`config.mk`:
```
export PLATFORM = sky130hd
export DESIGN_NAME = kwms_ram
export DESIGN_NICKNAME = d
export VERILOG_FILES = /design/src/rtl/kwms_ram.sv
export SDC_FILE = /design/constraint.sdc
export NUM_CORES = 1
export LEC_CHECK = 0
export BUFFER_PORTS_ARGS = -buffer_cell sky130_fd_sc_hd__buf_2
export CAP_MARGIN = 20
export CORE_MARGIN = 1.5
export CORE_UTILIZATION = 47
export CTS_BUF_LIST = sky130_fd_sc_hd__clkbuf_8
export DETAILED_ROUTE_END_ITERATION = 10
export GPL_TIMING_DRIVEN = 0
export MAX_ROUTING_LAYER = met4
export PLACE_DENSITY_LB_ADDON = 0.25
export RECOVER_POWER = 100
export SETUP_SLACK_MARGIN = 0.15
export SYNTH_ARGS = -nofsm -noshare
export SYNTH_HDL_FRONTEND = slang
export SYNTH_SLANG_ARGS = --single-unit
```
`constraint.sdc`:
```
create_clock -name clock -period 1 [get_ports clock]
set_clock_uncertainty 0.05 [all_clocks]
set_input_delay 0.2 -clock clock [delete_from_list [all_inputs] [get_ports clock]]
set_output_delay 0.2 -clock clock [all_outputs]
set_load 0.01 [all_outputs]
```
`src/rtl/kwms_ram.sv`:
```
// Generic single-write, single-read synchronous RAM with a registered read port.
`default_nettype none

module kwms_ram #(
   parameter int WIDTH = 8,
   parameter int DEPTH = 2,
   parameter int AW    = (DEPTH > 1) ? $clog2(DEPTH) : 1
) (
   input  wire logic             clock,
   input  wire logic             wr_en,
   input  wire logic [AW-1:0]    wr_addr,
   input  wire logic [WIDTH-1:0] wr_data,
   input  wire logic [AW-1:0]    rd_addr,
   output logic      [WIDTH-1:0] rd_data
);

   logic [WIDTH-1:0] mem_ff [DEPTH];

   always_ff @(posedge clock) begin
      if (wr_en) begin
         mem_ff[wr_addr] <= wr_data;
      end
      rd_data <= mem_ff[rd_addr];
   end

endmodule

`default_nettype wire

```
==> metrics <==
Slew headroom=72.9%; R2R setup slack=0.15 ns; Initial DRC Count=7; First-pass DRT Iterations=3; CTS Buffer Depth=2; RR Startpoint=mem_ff[1][2]; DR WL/cell=12.0 µm; met1 WL=379 µm; Overall Global Routing Usage=10.8%; antenna violations before repair=0; hold depth=1; synthesized area per cell=22.4 µm²; Reg clk slew, reported paths=0.08 ns; DRC=0; vias in the first global route=303; Filler cells=134; Clk Latency, worst-skew pair=0.26 ns; Cells after DPL=69; die extent in y=43.9 µm; pwr dens=2220 nW/µm²; final hold violation count=0; Worst EP required=0.75 ns; Max Transition Viols Final=0; Final Cycle Share=95.9%; first-pass GRT wire length=1310 µm; highest clock rate=1040 MHz; GP Congestion=0.608; run status=complete, no violations; Final WS setup=0.0411 ns; Multi-input gate area=105 µm²; DR WL met3=76 µm; Crit. Startpoint=rd_data[4]; Post-DRT Antenna Nets=0; synthesized area=785 µm²; Die W=43.9 µm; maximum vdd drop=1410 µV; pre-CTS WS=-0.0586 ns; core box area=1540 µm²; root buf cell=clkbuf_8; RSZ-0062 raised after global routing=true; Highest Signal Layer=met4; CP max stage delay=0.31 ns; Synth top area share=61.2%; leakage power=0.357 nW; top fanout value on the critical path=1; CTS tree=yes; Hold-fix buffers, CTS=0; critical path's slowest cell=dfxtp_1; Worst Setup EP=rd_data[4]; Num CTS Buffers=3; Netlist cell types=6; Synth Net Count=47; final instance area=938 µm²; FP Rows=14; Initial Utilization=50.9%; Ant. Diodes=0; Worst Setup End Kind=primary output; CP Class=reg2out; Final Setup Violations=0; Synth area leader=edfxtp_1; Final nets=70; commonest non-fill, non-tap cell in the layout=edfxtp_1; IO Count=20; largest cells by area after synthesis=edfxtp_1 61%, dfxtp_1 20%, mux2_4 15%; H-tree lvl count=1; HP Class=in2reg; Seq/Total Area, Yosys=81.7%; Post-DP Area=902 µm²; I/O Buffers=18; highest-count cells in the layout ignoring fill and taps=16 x edfxtp_1, 11 x buf_2, 8 x mux2_1, 8 x dfxtp_1, 5 x clkbuf_1; Final Non-Filler Cells=73; Slew @ Worst Pin=0.404 ns; fin crit period=0.959 ns; Yosys reg bits=24; final WL=877 µm; # Max-Cap Violations=0; Area Growth Syn to Fin=19.6%; WP depth=1; Buf/Inv on CP=1; Die Area=1920 µm²; Ys Warns=0; Vias=360; synthesized instance count=35; Storage cell area=641 µm²; startpoint types=flop; Via density=4.93; critical path's top delay family=flip-flops; layout cells sized above 1=33.3%; worst path arrival time=0.71 ns; cells along the critical path=clkbuf_1; Sink Count=24; grt total ovfl=0; path depth of the worst reg2reg path=1; DR WL met2=416 µm; smallest hold slack=0.0728 ns; largest net degree at the start of global routing=15; Reg-to-Reg End=rd_data[2]
==> layout make-up <==
type / count / area share (%)
buffer: 1 / 1.20
clock buffer: 3 / 4.40
clock inverter: 1 / 3.20
multi-input combinational: 10 / 11.2
sequential: 24 / 68.3
tap: 16 / 2.13
timing repair buffer: 18 / 9.60
==> registers in the layout (all words and copies together), names as in the netlist <==
name	flops
mem_ff	16
rd_data	8
==> through the flow <==
| stage | TNS, ns | utilization (%) | total power, mW |
|---|---|---|---|
| 2_1_floorplan | 0 | - | 1.26 |
| 3_3_place_gp | -0.598 | 58.5 | 1.32 |
| 3_5_place_dp | -0.468 | 58.5 | 1.32 |
| 4_1_cts | 0 | 63.1 | 2.13 |
| 5_1_grt | 0 | 60.9 | 2.15 |
| 6_report | 0 | 60.9 | 2.08 |
==> worst min-delay path by stage <==
stage	slack (ns)	end	from
2_1_floorplan	0.25	mem_ff[0][0]	wr_data[0]
3_5_place_dp	0.34	mem_ff[0][6]	wr_data[6]
3_3_place_gp	0.34	mem_ff[0][6]	wr_data[6]
4_1_cts	0.07	mem_ff[0][6]	wr_data[6]
5_1_grt	0.06	mem_ff[0][6]	wr_data[6]
6_report	0.07	mem_ff[1][6]	wr_data[6]
==> where the power goes <==
part | total (mW) | switching (mW) | internal (mW)
clock | 0.813 | 0.278 | 0.534
combinational | 0.118 | 0.0599 | 0.0585
sequential | 1.15 | 0.0157 | 1.14
total | 2.08 | 0.354 | 1.73
==> synth_stat cells <==
library cell / number
mux2_4: 8
buf_6: 1
nor2b_1: 1
and2_1: 1
edfxtp_1: 16
dfxtp_1: 8
==> kinds of logic after synthesis <==
logic type	count (synthesis)	share of synthesized area, %
flip-flops	24	81.7
AND/OR/NAND/NOR	2	1.60
multiplexers	8	15.3
buffers and inverters	1	1.44
==> timing repair <==
| item | 4_1_cts | 5_1_grt |
|---|---|---|
| resized for setup | 0 | 2 |
| endpoints found under the setup margin | 8 | 8 |
| endpoints found under the hold margin | 0 | 0 |
| buffers inserted | 0 | 0 |
==> per-layer routing <==
layer / global-route usage [%] / vias up
met5: - / -
met4: 3.64 / 0
met3: 6.25 / 2
met2: 15.6 / 20
met1: 12.7 / 166
li1: - / 172
(Power assumes the default switching activity.)
